## config.mk

```make
export PLATFORM = sky130hd
export DESIGN_NAME = four_row_trigger_step_sequencer_top
export DESIGN_NICKNAME = d
export VERILOG_FILES = /design/src/rtl/core/ftss_pkg.sv /design/src/rtl/core/ftss_lane.sv /design/src/rtl/core/ftss_merge.sv /design/src/rtl/core/four_row_trigger_step_sequencer_top.sv
export VERILOG_INCLUDE_DIRS = /design/src /design/src/rtl/core
export SDC_FILE = /design/constraint.sdc
export NUM_CORES = 1
export LEC_CHECK = 0
export BUFFER_PORTS_ARGS = -buffer_cell sky130_fd_sc_hd__clkbuf_2
export CAP_MARGIN = 20
export CORE_ASPECT_RATIO = 0.6
export CORE_MARGIN = 5
export CORE_UTILIZATION = 46
export DETAILED_ROUTE_END_ITERATION = 16
export PLACE_DENSITY = 0.74
export SLEW_MARGIN = 20
export SYNTH_ARGS = -nofsm -noshare
export SYNTH_HDL_FRONTEND = slang
export SYNTH_SLANG_ARGS = --single-unit
```

## constraint.sdc

```tcl
create_clock -name clk -period 13.51 [get_ports clk]
set_clock_uncertainty 0.15 [all_clocks]
set_input_delay 2.0265 -clock clk [delete_from_list [all_inputs] [get_ports clk]]
set_output_delay 2.0265 -clock clk [all_outputs]
set_load 0.02 [all_outputs]
```

## src/rtl/core/assert_macros.svh

```systemverilog
// Assertion macros shared by the sequencer RTL.
// Each macro expects signals named clk and arst_n in the including scope.
`ifndef ASSERT_MACROS_SVH
`define ASSERT_MACROS_SVH

// Checks that an expression holds at every clock edge outside reset.
`define ASSERT_ALWAYS(label, expr, msg) \
	label: assert property (@(posedge clk) disable iff (!arst_n) (expr)) else $error(msg);

// Checks that a condition in one cycle implies another condition in the next cycle.
`define ASSERT_NEXT(label, ante, cons, msg) \
	label: assert property (@(posedge clk) disable iff (!arst_n) (ante) |=> (cons)) \
		else $error(msg);

`endif

```

## src/rtl/core/ftss_pkg.sv

```systemverilog
// Shared constants, types and register codes for the four-row step sequencer.
// Used by the row lane, the output stage and the top level; depends on nothing.
package ftss_pkg;

	localparam int ROWS        = 4;
	localparam int STEPS       = 16;
	localparam int POS_W       = 5;
	localparam int IDX_W       = $clog2(STEPS);
	localparam int LEN_W       = 5;
	localparam int WIN_W       = 8;
	localparam int MUTE_W      = 2 * ROWS;
	localparam int PAT_W       = 2 * STEPS;
	localparam int LENS_W      = LEN_W * ROWS;
	localparam int CFG_W       = 32;
	localparam int CFG_IDX_W   = 3;
	localparam int HOLD_W      = 5;
	localparam int HOLD_TICKS  = 20;
	localparam int IN_TDATA_W  = 16;
	localparam int OUT_TDATA_W = 32;

	localparam int IN_CLK_LO   = 0;
	localparam int IN_RUN_LO   = ROWS;
	localparam int IN_RST_LO   = 2 * ROWS;
	localparam int OUT_UP_LO   = 0;
	localparam int OUT_LOW_LO  = ROWS;
	localparam int OUT_POS_LO  = 2 * ROWS;

	localparam logic [PAT_W-1:0]  PATTERN_RESET = 32'h5555_5555;
	localparam logic [LENS_W-1:0] LENGTHS_RESET = 20'd541200;
	localparam logic [MUTE_W-1:0] MUTE_RESET    = 8'd0;
	localparam logic [WIN_W-1:0]  WINDOW_RESET  = 8'd5;

	localparam logic [1:0] SET_LOWER = 2'd0;
	localparam logic [1:0] SET_UPPER = 2'd2;

	typedef enum logic [CFG_IDX_W-1:0] {
		REG_PATTERN0 = 3'd0,
		REG_PATTERN1 = 3'd1,
		REG_PATTERN2 = 3'd2,
		REG_PATTERN3 = 3'd3,
		REG_LENGTHS  = 3'd4,
		REG_MUTE     = 3'd5,
		REG_WINDOW   = 3'd6
	} cfg_reg_e;

	typedef logic [STEPS-1:0][1:0] pattern_t;

	typedef struct packed {
		pattern_t          pattern;
		logic [LEN_W-1:0]  len_field;
		logic              mute_upper;
		logic              mute_lower;
		logic [WIN_W-1:0]  window;
	} lane_cfg_t;

	typedef struct packed {
		logic clk_edge;
		logic run_edge;
		logic rst_edge;
		logic run_high;
		logic clock_high;
	} lane_in_t;

	typedef struct packed {
		logic             upper;
		logic             lower;
		logic [POS_W-1:0] pos;
	} lane_out_t;

endpackage

```

## src/rtl/core/ftss_lane.sv

```systemverilog
// One row of the sequencer: step position, coincidence window and run flag.
// Depends on ftss_pkg; the top level instantiates one lane per row.
module ftss_lane import ftss_pkg::*; (
	input  logic      clk,
	input  logic      arst_n,
	input  logic      fire,
	input  lane_cfg_t cfg,
	input  lane_in_t  lin,
	output lane_out_t lout
);

	logic [POS_W-1:0] pos_q;
	logic [WIN_W-1:0] win_q;
	logic             running_q;

	logic [POS_W-1:0] len;
	logic [POS_W-1:0] pos_base;
	logic [POS_W-1:0] pos_inc;
	logic [POS_W-1:0] pos_d;
	logic [POS_W-1:0] pos_m1;
	logic [WIN_W-1:0] win_d;
	logic             adv;
	logic             running_d;
	logic             gate_ok;
	logic [1:0]       setting;

	always_comb begin
		if (cfg.len_field == '0) begin
			len = POS_W'(1);
		end else if (cfg.len_field > POS_W'(STEPS)) begin
			len = POS_W'(STEPS);
		end else begin
			len = cfg.len_field;
		end

		pos_base = lin.rst_edge ? '0 : pos_q;
		pos_inc  = pos_base + 1'b1;

		adv   = 1'b0;
		win_d = win_q;
		if (lin.clk_edge) begin
			win_d = cfg.window;
			adv   = 1'b1;
		end else if (win_q != '0) begin
			win_d = win_q - 1'b1;
			adv   = lin.run_edge | lin.rst_edge;
		end

		running_d = lin.run_high & (running_q | adv);

		pos_d = pos_base;
		if (adv && lin.run_high) begin
			pos_d = (pos_inc > len) ? POS_W'(1) : pos_inc;
		end

		pos_m1  = pos_d - 1'b1;
		setting = cfg.pattern[pos_m1[IDX_W-1:0]];
		gate_ok = running_d & lin.clock_high & (pos_d != '0);

		lout.upper = gate_ok & (setting == SET_UPPER) & ~cfg.mute_upper;
		lout.lower = gate_ok & (setting == SET_LOWER) & ~cfg.mute_lower;
		lout.pos   = pos_d;
	end

	always_ff @(posedge clk or negedge arst_n) begin
		if (!arst_n) begin
			pos_q     <= '0;
			win_q     <= '0;
			running_q <= 1'b0;
		end else if (fire) begin
			pos_q     <= pos_d;
			win_q     <= win_d;
			running_q <= running_d;
		end
	end

endmodule

```

## src/rtl/core/ftss_merge.sv

```systemverilog
// Output stage: gathers the per-row results into one beat and holds it for the sink.
// Depends on ftss_pkg; driven by the row lanes in the top level.
module ftss_merge import ftss_pkg::*; (
	input  logic                   clk,
	input  logic                   arst_n,
	input  logic                   fire,
	input  lane_out_t              lanes [ROWS],
	input  logic                   m_axis_tready,
	output logic                   m_axis_tvalid,
	output logic [OUT_TDATA_W-1:0] m_axis_tdata,
	output logic                   in_ready
);

	logic                   valid_q;
	logic [OUT_TDATA_W-1:0] data_q;
	logic [OUT_TDATA_W-1:0] packed_d;

	always_comb begin
		packed_d = '0;
		for (int r = 0; r < ROWS; r++) begin
			packed_d[OUT_UP_LO + r]                = lanes[r].upper;
			packed_d[OUT_LOW_LO + r]               = lanes[r].lower;
			packed_d[OUT_POS_LO + POS_W * r +: POS_W] = lanes[r].pos;
		end
	end

	assign in_ready      = ~valid_q | m_axis_tready;
	assign m_axis_tvalid = valid_q;
	assign m_axis_tdata  = data_q;

	always_ff @(posedge clk or negedge arst_n) begin
		if (!arst_n) begin
			valid_q <= 1'b0;
		end else if (fire) begin
			valid_q <= 1'b1;
		end else if (m_axis_tready) begin
			valid_q <= 1'b0;
		end
	end

	always_ff @(posedge clk) begin
		if (fire) begin
			data_q <= packed_d;
		end
	end

endmodule

```

## src/rtl/core/four_row_trigger_step_sequencer_top.sv

```systemverilog
// Four-row trigger step sequencer, top level: config registers, edge detection, lanes.
// Depends on ftss_pkg, ftss_lane, ftss_merge and assert_macros.svh.
//
// Each input beat is one tick of clock, run and reset levels for four rows and yields
// exactly one output beat with the gate levels and step positions after that tick. The
// block takes one beat per cycle and answers in the next cycle from a registered output
// stage; while that stage holds a beat the sink has not taken, input is accepted only in
// the cycle the sink takes it. Row state lives in four lanes that update in parallel, so
// throughput is set by the single output register. For the first 19 input beats after
// reset the clock and run levels are ignored. Config writes apply to later input beats.
module four_row_trigger_step_sequencer_top import ftss_pkg::*; (
	input  logic                   clk,
	input  logic                   arst_n,
	input  logic                   s_axis_tvalid,
	output logic                   s_axis_tready,
	// Fields from bit 0: clock_levels[3:0], run_levels[7:4], reset_levels[11:8], zero pad.
	input  logic [IN_TDATA_W-1:0]  s_axis_tdata,
	output logic                   m_axis_tvalid,
	input  logic                   m_axis_tready,
	// Fields from bit 0: upper_gates[3:0], lower_gates[7:4], position_row_zero[12:8],
	// position_row_one[17:13], position_row_two[22:18], position_row_three[27:23], pad.
	output logic [OUT_TDATA_W-1:0] m_axis_tdata,
	input  logic                   cfg_we,
	input  logic [CFG_IDX_W-1:0]   cfg_index,
	input  logic [CFG_W-1:0]       cfg_data
);

	`include "assert_macros.svh"

	logic [PAT_W-1:0]  pattern_q [ROWS];
	logic [LENS_W-1:0] lengths_q;
	logic [MUTE_W-1:0] mute_q;
	logic [WIN_W-1:0]  window_q;

	logic [ROWS-1:0]   clock_last_q;
	logic [ROWS-1:0]   run_last_q;
	logic [ROWS-1:0]   reset_last_q;
	logic [HOLD_W-1:0] hold_q;

	logic [ROWS-1:0]   clk_in;
	logic [ROWS-1:0]   run_in;
	logic [ROWS-1:0]   rst_in;
	logic [HOLD_W-1:0] hold_d;
	logic              hold_active;
	logic [ROWS-1:0]   clock_last_d;
	logic [ROWS-1:0]   run_last_d;
	logic [ROWS-1:0]   clk_edge;
	logic [ROWS-1:0]   run_edge;
	logic [ROWS-1:0]   rst_edge;
	logic              fire;
	logic              in_ready;

	lane_cfg_t lane_cfg [ROWS];
	lane_in_t  lane_in  [ROWS];
	lane_out_t lane_out [ROWS];

	assign s_axis_tready = in_ready;
	assign fire          = s_axis_tvalid & in_ready;

	assign clk_in = s_axis_tdata[IN_CLK_LO +: ROWS];
	assign run_in = s_axis_tdata[IN_RUN_LO +: ROWS];
	assign rst_in = s_axis_tdata[IN_RST_LO +: ROWS];

	always_comb begin
		hold_d       = (hold_q != '0) ? hold_q - 1'b1 : hold_q;
		hold_active  = (hold_d != '0);
		clock_last_d = hold_active ? clock_last_q : clk_in;
		run_last_d   = hold_active ? run_last_q : run_in;
		clk_edge     = hold_active ? '0 : (clk_in & ~clock_last_q);
		run_edge     = hold_active ? '0 : (run_in & ~run_last_q);
		rst_edge     = rst_in & ~reset_last_q;
	end

	always_ff @(posedge clk or negedge arst_n) begin
		if (!arst_n) begin
			clock_last_q <= '0;
			run_last_q   <= '0;
			reset_last_q <= '0;
			hold_q       <= HOLD_W'(HOLD_TICKS);
		end else if (fire) begin
			clock_last_q <= clock_last_d;
			run_last_q   <= run_last_d;
			reset_last_q <= rst_in;
			hold_q       <= hold_d;
		end
	end

	always_ff @(posedge clk or negedge arst_n) begin
		if (!arst_n) begin
			for (int r = 0; r < ROWS; r++) begin
				pattern_q[r] <= PATTERN_RESET;
			end
			lengths_q <= LENGTHS_RESET;
			mute_q    <= MUTE_RESET;
			window_q  <= WINDOW_RESET;
		end else if (cfg_we) begin
			case (cfg_reg_e'(cfg_index))
				REG_PATTERN0: begin
					pattern_q[0] <= cfg_data[PAT_W-1:0];
				end
				REG_PATTERN1: begin
					pattern_q[1] <= cfg_data[PAT_W-1:0];
				end
				REG_PATTERN2: begin
					pattern_q[2] <= cfg_data[PAT_W-1:0];
				end
				REG_PATTERN3: begin
					pattern_q[3] <= cfg_data[PAT_W-1:0];
				end
				REG_LENGTHS: begin
					lengths_q <= cfg_data[LENS_W-1:0];
				end
				REG_MUTE: begin
					mute_q <= cfg_data[MUTE_W-1:0];
				end
				REG_WINDOW: begin
					window_q <= cfg_data[WIN_W-1:0];
				end
				default: begin
				end
			endcase
		end
	end

	for (genvar r = 0; r < ROWS; r++) begin : g_lane
		always_comb begin
			lane_cfg[r].pattern    = pattern_t'(pattern_q[r]);
			lane_cfg[r].len_field  = lengths_q[LEN_W * r +: LEN_W];
			lane_cfg[r].mute_upper = mute_q[2 * r];
			lane_cfg[r].mute_lower = mute_q[2 * r + 1];
			lane_cfg[r].window     = window_q;

			lane_in[r].clk_edge   = clk_edge[r];
			lane_in[r].run_edge   = run_edge[r];
			lane_in[r].rst_edge   = rst_edge[r];
			lane_in[r].run_high   = run_last_d[r];
			lane_in[r].clock_high = clock_last_d[r];
		end

		ftss_lane u_lane (
			.clk    (clk),
			.arst_n (arst_n),
			.fire   (fire),
			.cfg    (lane_cfg[r]),
			.lin    (lane_in[r]),
			.lout   (lane_out[r])
		);
	end

	ftss_merge u_merge (
		.clk           (clk),
		.arst_n        (arst_n),
		.fire          (fire),
		.lanes         (lane_out),
		.m_axis_tready (m_axis_tready),
		.m_axis_tvalid (m_axis_tvalid),
		.m_axis_tdata  (m_axis_tdata),
		.in_ready      (in_ready)
	);

	`ASSERT_NEXT(a_beat_follows_accept, fire, m_axis_tvalid, "accepted beat gave no output beat")
	`ASSERT_ALWAYS(a_one_gate_per_row, (!m_axis_tvalid || ((m_axis_tdata[OUT_UP_LO +: ROWS] & m_axis_tdata[OUT_LOW_LO +: ROWS]) == '0)), "upper and lower gate open together")
	`ASSERT_ALWAYS(a_pos_in_range, (!m_axis_tvalid || ((m_axis_tdata[12:8] <= POS_W'(STEPS)) && (m_axis_tdata[17:13] <= POS_W'(STEPS)) && (m_axis_tdata[22:18] <= POS_W'(STEPS)) && (m_axis_tdata[27:23] <= POS_W'(STEPS)))), "step position beyond last step")
	`ASSERT_NEXT(a_gates_closed_in_hold, (fire && (hold_q > HOLD_W'(1))), (m_axis_tdata[2*ROWS-1:0] == '0), "gate opened during startup hold")

endmodule
```

==> reports/qor.yml, run 1 <==
status:
  outcome: "complete, no violations"
synth:
  syn-cell-area_mm2: 0.0142
  yosysTopAreaCell: "dfrtp_1"
  synthDistinctLibCells: 95
  synthCells: 1288
  ys_ff_latch: 266
  synth_top_area_share: 0.292
  synthMostInstantiatedCell: "mux2_2"
  syn_area_per_cell_um2: 11.0
  synthTopCellsByArea: "dfrtp_1, mux2_2, dfstp_2"
  async_reset_ff_frac: 0.895
  ys_top_cells_by_count: "mux2_2, dfrtp_1, nand2_1"
  synth_ff_type: "dfrtp_1"
  synth_edf_count: 28
  yosysSeqAreaShare: 0.484
  yosysWarningCount: 0
timing:
  rsz0062_at_grt: "no"
  finalSetupTns_ps: 0
  relSlewSlack: 0.360
  drv_slew: 0
  fin_crit_ps: 6360
  worst_slew_pin_slew_ps: 960
  layout_setup_ws_ps: 7150
  setup_viol: 0
  finalHoldViolCount: 0
  max_clock_freq_mhz: 157
  fin_crit_sh: 0.471
cts:
  clk_path_buf_depth: 3
  postCtsSetupBuffers: 0
  htreeDepth: 1
  numCtsBuffers: 25
  insertion_delay_ps: 550
  cts_resized: 0
  cts_root_buf: "clkbuf_16"
  clkSlewWorstSetupHoldPaths_ps: 60
  clock_sinks: 266
  cts_hold_buffers: 0
  cts_tree: "done"
critical_path:
  timing.critical_path.from: "s_axis_tdata[9]"
  cp_slowest_cell: "nor4b_1"
  critPathTopFamily: "simple AND/OR/NAND/NOR gates"
  crit_top_cell: "ha_1"
  r2r-start: "hold_q[0]"
  crit_path_max_fanout: 12
  cp_cell_sequence: "clkbuf_2 -> nand2b_1 -> nand2_1 -> inv_1 -> ha_1 -> nand3_1 -> xor2_1 -> nor2_1 -> ha_1 -> o21a_1 -> o22ai_1 -> a21oi_1 -> a221o_1 -> mux2i_2 -> buf_4 -> ha_1 -> mux4_2 -> a32oi_1 -> o2111ai_1 -> nor4b_1"
  arrival_ps: 6500
  cp-end-kind: "register"
  worstPathRequired_ps: 13640
  crit_buf_inv: 3
  critPathKind: "in -> reg"
  crit_path_max_incr_delay_ps: 490
  critPathLaunchType: "input pin"
die:
  pin_count: 90
  fp.coreArea_mm2: 0.0302
  start_util: 0.471
  die_y_um: 146
  dieArea_mm2: 0.0347
  num_rows: 49
  die_w_um: 237
cells_and_area:
  multi_input_area_mm2: 0.00691
  area_delta_synth_final_pct: 11.2
  nNetsFinal: 1442
  n_antenna_cell: 0
  ff_latch_area_mm2: 0.00689
  drive_gt1_frac: 0.316
  fillers: 2594
drt:
  num_vias: 10700
  drc: 0
  routed_via_density: 6.01
  drt_iter0_markers: 1272
  postRouteAntennaNets: 0
  drt_wl_total_um: 37200
  drtPass1Iterations: 5
  wl_per_cell_um: 20.9
pwr:
  peakVddDrop_uv: 125
  p_per_area_mw_per_mm2: 227
  p_leak_uw: 0.00656
global_routing:
  grt_pass1_vias: 10200
  antenna_found_initial: 3
  track_usage: 0.213
  gr-total-overflow: 0
  grt_pass1_wl_um: 59200
  grt_max_degree: 105
run:
  maxCapViolations: 0
hold_path:
  min_from: "reset_last_q[2]"
  min-delay-path-class: "reg -> reg"
place:
  place.port_buffers: 81
  gp_congestion: 0.915
  pre_cts_slack_ps: 6610
  place_hpwl_um: 26800
-- logic make-up after synthesis --
| kind of cell | after synthesis | synth area share |
|---|---|---|
| other cells | 1 | 0.000264 |
| flops | 266 | 0.484 |
| xor+xnor | 17 | 0.0105 |
| fa+ha+maj | 36 | 0.0317 |
| compound gates | 269 | 0.127 |
| mux | 207 | 0.182 |
| buf+inv | 109 | 0.0328 |
| simple gates | 383 | 0.131 |
-- final timing paths --
kind                                              to  slack [ps]  cells after the start
max                          u_merge.m_axis_tdata[5]        7150                     20
min                                  reset_last_q[2]         350                      2
max reg2reg                  u_merge.m_axis_tdata[6]        8280                     13
min reg2reg                          reset_last_q[2]         350                      2
max in group asynchronous  g_lane[1].u_lane.pos_q[1]       10340                      2
min in group asynchronous              lane_cfg[187]        1370                      1
-- per-layer routing --
metal	share of wire	GRT usage
met1	0.48	0.341
met2	0.42	0.302
met3	0.083	0.0422
met4	0.020	0.0404
met5	0	0
-- where the power goes --
part | internal, uW | switching [uW] | total [uW]
Combinational | 718 | 919 | 1640
Sequential | 1060 | 170 | 1230
Clock | 411 | 314 | 725
Total | 2190 | 1400 | 3590
-- worst register-to-register path, delay by kind of cell, from the launching register on --
family	cells	cell delay (ps)
multiplexers	3	1140
AND/OR/NAND/NOR	5	1820
buffers and inverters	3	490
adder cells (fa/ha/maj)	2	920
flip-flops	1	530
-- through the flow --
stage,std cells,cell area (um^2),hold WS (ps),utilization,total power [uW]
detailed placement,1731,15000,333,0.496,2850
CTS,1777,15800,347,0.524,3590
global route,1777,15800,366,0.524,3830
floorplan,1291,14200,310,-,2440
finish,1777,15800,347,0.524,3590
global placement,1731,15000,323,0.496,2790
-- layout by cell type, fill, tap and decap left out, types with 5 or more instances in the layout --
cell       instances
clkbuf_1          10
a21oi_1           53
a32oi_1            5
o22ai_1            5
xor2_1            10
nor3_1            32
and4_1             5
nor2b_1           14
clkbuf_2          80
clkbuf_16         26
a22oi_1            5
buf_4             15
nand2_1          130
nor4_1            13
nand2b_1          16
a31oi_1           12
mux2i_1           11
o22a_1             5
dfrtp_1          166
edfxtp_1          28
ha_1              36
and3_1            11
nor3b_1            6
nor2_1            78
mux4_2            24
inv_1             42
nand3_1           36
a211oi_1           6
and2_1             6
dfstp_2           72
o21ai_0           96
a21o_1             8
o21a_1             6
mux2_2           169
o211ai_1           8
xnor2_1            7
-- cell type report --
class                           instances  share of cell area
Clock buffer                           39              0.0461
Timing Repair Buffer                   96              0.0334
Inverter                               45              0.0107
Sequential cell                       266               0.435
Multi-Input combinational cell        916               0.436
Tap cell                              408              0.0323
Clock inverter                          7             0.00593
-- flip-flops by register name, summed over array words and instances (netlist names) --
signal                   flops
clock_last_q                 4
g_lane.u_lane.pos_q         20
g_lane.u_lane.running_q      4
g_lane.u_lane.win_q         32
hold_q                       5
lane_cfg                   128
lengths_q                   20
mute_q                       8
reset_last_q                 4
run_last_q                   4
u_merge.m_axis_tdata        28
u_merge.m_axis_tvalid        1
window_q                     8
Note: power is estimated with default switching activity, not from simulation.
==> run 2: changes to the inputs <==
--- a/config.mk
+++ b/config.mk
@@ -12,7 +12,7 @@
 export CORE_MARGIN = 5
 export CORE_UTILIZATION = 46
 export DETAILED_ROUTE_END_ITERATION = 16
-export PLACE_DENSITY = 0.74
+export PLACE_DENSITY = 0.77
 export SLEW_MARGIN = 20
 export SYNTH_ARGS = -nofsm -noshare
 export SYNTH_HDL_FRONTEND = slang
==> constraint.sdc (replaced) <==
create_clock -name clk -period 5.7 [get_ports clk]
set_clock_uncertainty 0.15 [all_clocks]
set_input_delay 0.855 -clock clk [delete_from_list [all_inputs] [get_ports clk]]
set_output_delay 0.855 -clock clk [all_outputs]
set_load 0.02 [all_outputs]
==> run 2 against run 1 <==
Global-route usage decreased by 0.088 points. Combinational power increased by 140%. Sequential power up 140%. Wire length is 0.54% higher. Final area grew 0.88%. Die area unchanged. Core utilization is 0.46 points higher. Sequential share of layout area is 0.38 points lower. Register-to-register slack got worse by 7500 ps. Count of clock-buffer cells in the layout down 2. Critical path type is now reg -> reg. Largest cell class unchanged. Largest power group unchanged.
==> reports/qor.yml, run 2 (synthesis gave the netlist of run 1 again) <==
critical_path:
  r2r-start: "hold_q[0]"  # unchanged
  critPathTopFamily: "compound AO/OA/AOI/OAI gates"  # was simple AND/OR/NAND/NOR gates
  reg2reg_to: "u_merge.m_axis_tdata[5]"  # was u_merge.m_axis_tdata[6]
  cp-end-kind: "register"  # unchanged
  endpoint: "u_merge.m_axis_tdata[5]"  # unchanged
  path_depth: 14  # was 20
  crit_path_max_incr_delay_ps: 540  # was 490 ps
  crit_top_cell: "ha_1"  # unchanged
  critPathKind: "reg -> reg"  # was in -> reg
  crit_path_max_fanout: 11  # was 12
  crit_buf_inv: 2  # was 3
  arrival_ps: 5120  # was 6500 ps
  reg2reg_depth: 14  # was 13
  timing.critical_path.from: "hold_q[0]"  # was s_axis_tdata[9]
  cp_slowest_cell: "dfrtp_1"  # was nor4b_1
  rrSetupSlack_ps: 750  # was 8280 ps
  cp_cell_sequence: "inv_1 -> ha_1 -> nand4b_1 -> a21o_1 -> buf_4 -> nand3_1 -> a22oi_4 -> nor2b_1 -> a31oi_1 -> ha_1 -> mux4_2 -> a32oi_1 -> o2111ai_1 -> nor4b_1"  # was clkbuf_2 -> nand2b_1 -> nand2_1 -> inv_1 -> ha_1 -> nand3_1 -> xor2_1 -> nor2_1 -> ha_1 -> o21a_1 -> o22ai_1 -> a21oi_1 -> a221o_1 -> mux2i_2 -> buf_4 -> ha_1 -> mux4_2 -> a32oi_1 -> o2111ai_1 -> nor4b_1
  critPathLaunchType: "register"  # was input pin
  worstPathRequired_ps: 5870  # was 13640 ps
drt:
  drtPass1Iterations: 6  # was 5
  postRouteAntennaNets: 0  # unchanged
  wl_per_cell_um: 21.0  # was 20.9 um
  routed_via_density: 6.05  # was 6.01
  drc: 0  # unchanged
  num_vias: 10800  # was 10700
  drt_wl_total_um: 37400  # was 37200 um
  drt_iter0_markers: 1143  # was 1272
timing:
  worst_slew_pin_slew_ps: 1040  # was 960 ps
  relSlewSlack: 0.307  # was 0.360
  fin_crit_sh: 0.868
  setup_viol: 0  # unchanged
  max_clock_freq_mhz: 202
  rsz0062_at_grt: "no"  # unchanged
  finalHoldViolCount: 0  # unchanged
  finalSetupTns_ps: 0  # unchanged
  drv_slew: 0  # unchanged
  fin_crit_ps: 4950
die:
  dieArea_mm2: 0.0347  # unchanged
  start_util: 0.471  # unchanged
  pin_count: 90  # unchanged
  die_y_um: 146  # unchanged
  die_w_um: 237  # unchanged
  num_rows: 49  # unchanged
  fp.coreArea_mm2: 0.0302  # unchanged
place:
  place_hpwl_um: 27100  # was 26800 um
  place.port_buffers: 81  # unchanged
  gp_congestion: 0.923  # was 0.915
cells_and_area:
  area_delta_synth_final_pct: 12.2  # was 11.2%
  final_common_cell: "mux2_2"  # unchanged
  fillers: 2580  # was 2594
  final_cell_mix: "mux2_2, dfrtp_1, nand2_1, o21ai_0, clkbuf_2"  # unchanged
  largest_reg_flops: 128  # unchanged
  drive_gt1_frac: 0.321  # was 0.316
  nNetsFinal: 1446  # was 1442
  multi_input_area_mm2: 0.00691  # unchanged
  ff_latch_area_mm2: 0.00689  # unchanged
global_routing:
  grt_util_met1: 0.324  # was 0.341
  track_usage: 0.213  # about the same
  antenna_found_initial: 1  # was 3
  grt_pass1_vias: 10400  # was 10200
  grt_max_degree: 121  # was 105
  top_usage_layer: "met1"  # unchanged
  use_met2: 0.308  # was 0.302
  grt_pass1_wl_um: 59400  # was 59200 um
  grt_util_met3: 0.0552  # was 0.0422
  gr-total-overflow: 0  # unchanged
cts:
  clk_path_buf_depth: 3  # unchanged
  cts_tree: "done"  # unchanged
  insertion_delay_ps: 530  # was 550 ps
  clock_sinks: 266  # unchanged
  numCtsBuffers: 25  # unchanged
  cts_root_buf: "clkbuf_16"  # unchanged
  clkSlewWorstSetupHoldPaths_ps: 70  # was 60 ps
  postCtsSetupBuffers: 0  # unchanged
  cts_hold_buffers: 0  # unchanged
  htreeDepth: 1  # unchanged
  cts_resized: 0  # unchanged
hold_path:
  min-delay-path-class: "in -> async"  # was reg -> reg
pwr:
  power_uw: 8710  # was 3590 uW
  p_leak_uw: 0.00663  # was 0.00656 uW
  peakVddDrop_uv: 292  # was 125 uV
  p_per_area_mw_per_mm2: 546  # was 227 mW/mm^2
run:
  maxCapViolations: 0  # unchanged
status:
  outcome: "complete, no violations"  # unchanged
run 2: cell types whose count changed in the layout (fill, tap and decap cells not counted):
cell / change
clkbuf_8: +1
bufinv_16: +2
clkbuf_1: -5
clkinv_2: +1
clkbuf_16: +2
diode_2: +1
buf_12: +1
inv_6: -1
clkinvlp_4: -1
buf_4: +3
run 2: cell type report:
cell class,count,share of cell area
well taps,408,0.0320
clock buffers,37,0.0485
diodes,1,0.000157
multi-input cells,916,0.433
inverters,45,0.0106
repair buffers,100,0.0357
clock inverters,8,0.00894
flip-flops and latches,266,0.431
run 2: per-layer routing:
layer | share of wire | vias to the layer above
met1 | 0.46 | 5412
li1 | - | 4868
met5 | 0 | -
met4 | 0.022 | 0
met3 | 0.094 | 57
met2 | 0.42 | 446
run 2: how the worst min path moves through the flow:
stage                            to  slack, ps  depth (start not counted)
floorplan           reset_last_q[0]        310                          2
global placement    reset_last_q[0]        320                          2
detailed placement  reset_last_q[0]        330                          2
CTS                   lane_cfg[177]        310                          1
global route          lane_cfg[185]        340                          1
finish                    mute_q[1]        260                          1
run 2: worst reg2reg max path, stage by stage (launching register included):
cell       delay, ps
dfrtp_1          540
inv_1             80
ha_1             390
nand4b_1         210
a21o_1           420
buf_4            240
nand3_1          210
a22oi_4          350
nor2b_1           80
a31oi_1          370
ha_1             510
mux4_2           390
a32oi_1          230
o2111ai_1        170
nor4b_1          380
run 2: power by group:
group	switching, uW	internal (uW)
logic	2210	1710
registers	411	2510
clock network	747	1120
run 2: metrics by stage:
| stage | util | hold WS [ps] | instances | area (um^2) | setup slack (ps) |
|---|---|---|---|---|---|
| after detailed placement | 0.498 | 329 | 1735 | 15000 | 389 |
| after CTS | 0.528 | 308 | 1780 | 16000 | 886 |
| final | 0.528 | 265 | 1781 | 16000 | 752 |
| after global placement | 0.498 | 323 | 1735 | 15000 | 578 |
| after global routing | 0.528 | 336 | 1780 | 16000 | 430 |
| after floorplan | - | 310 | 1291 | 14200 | 748 |
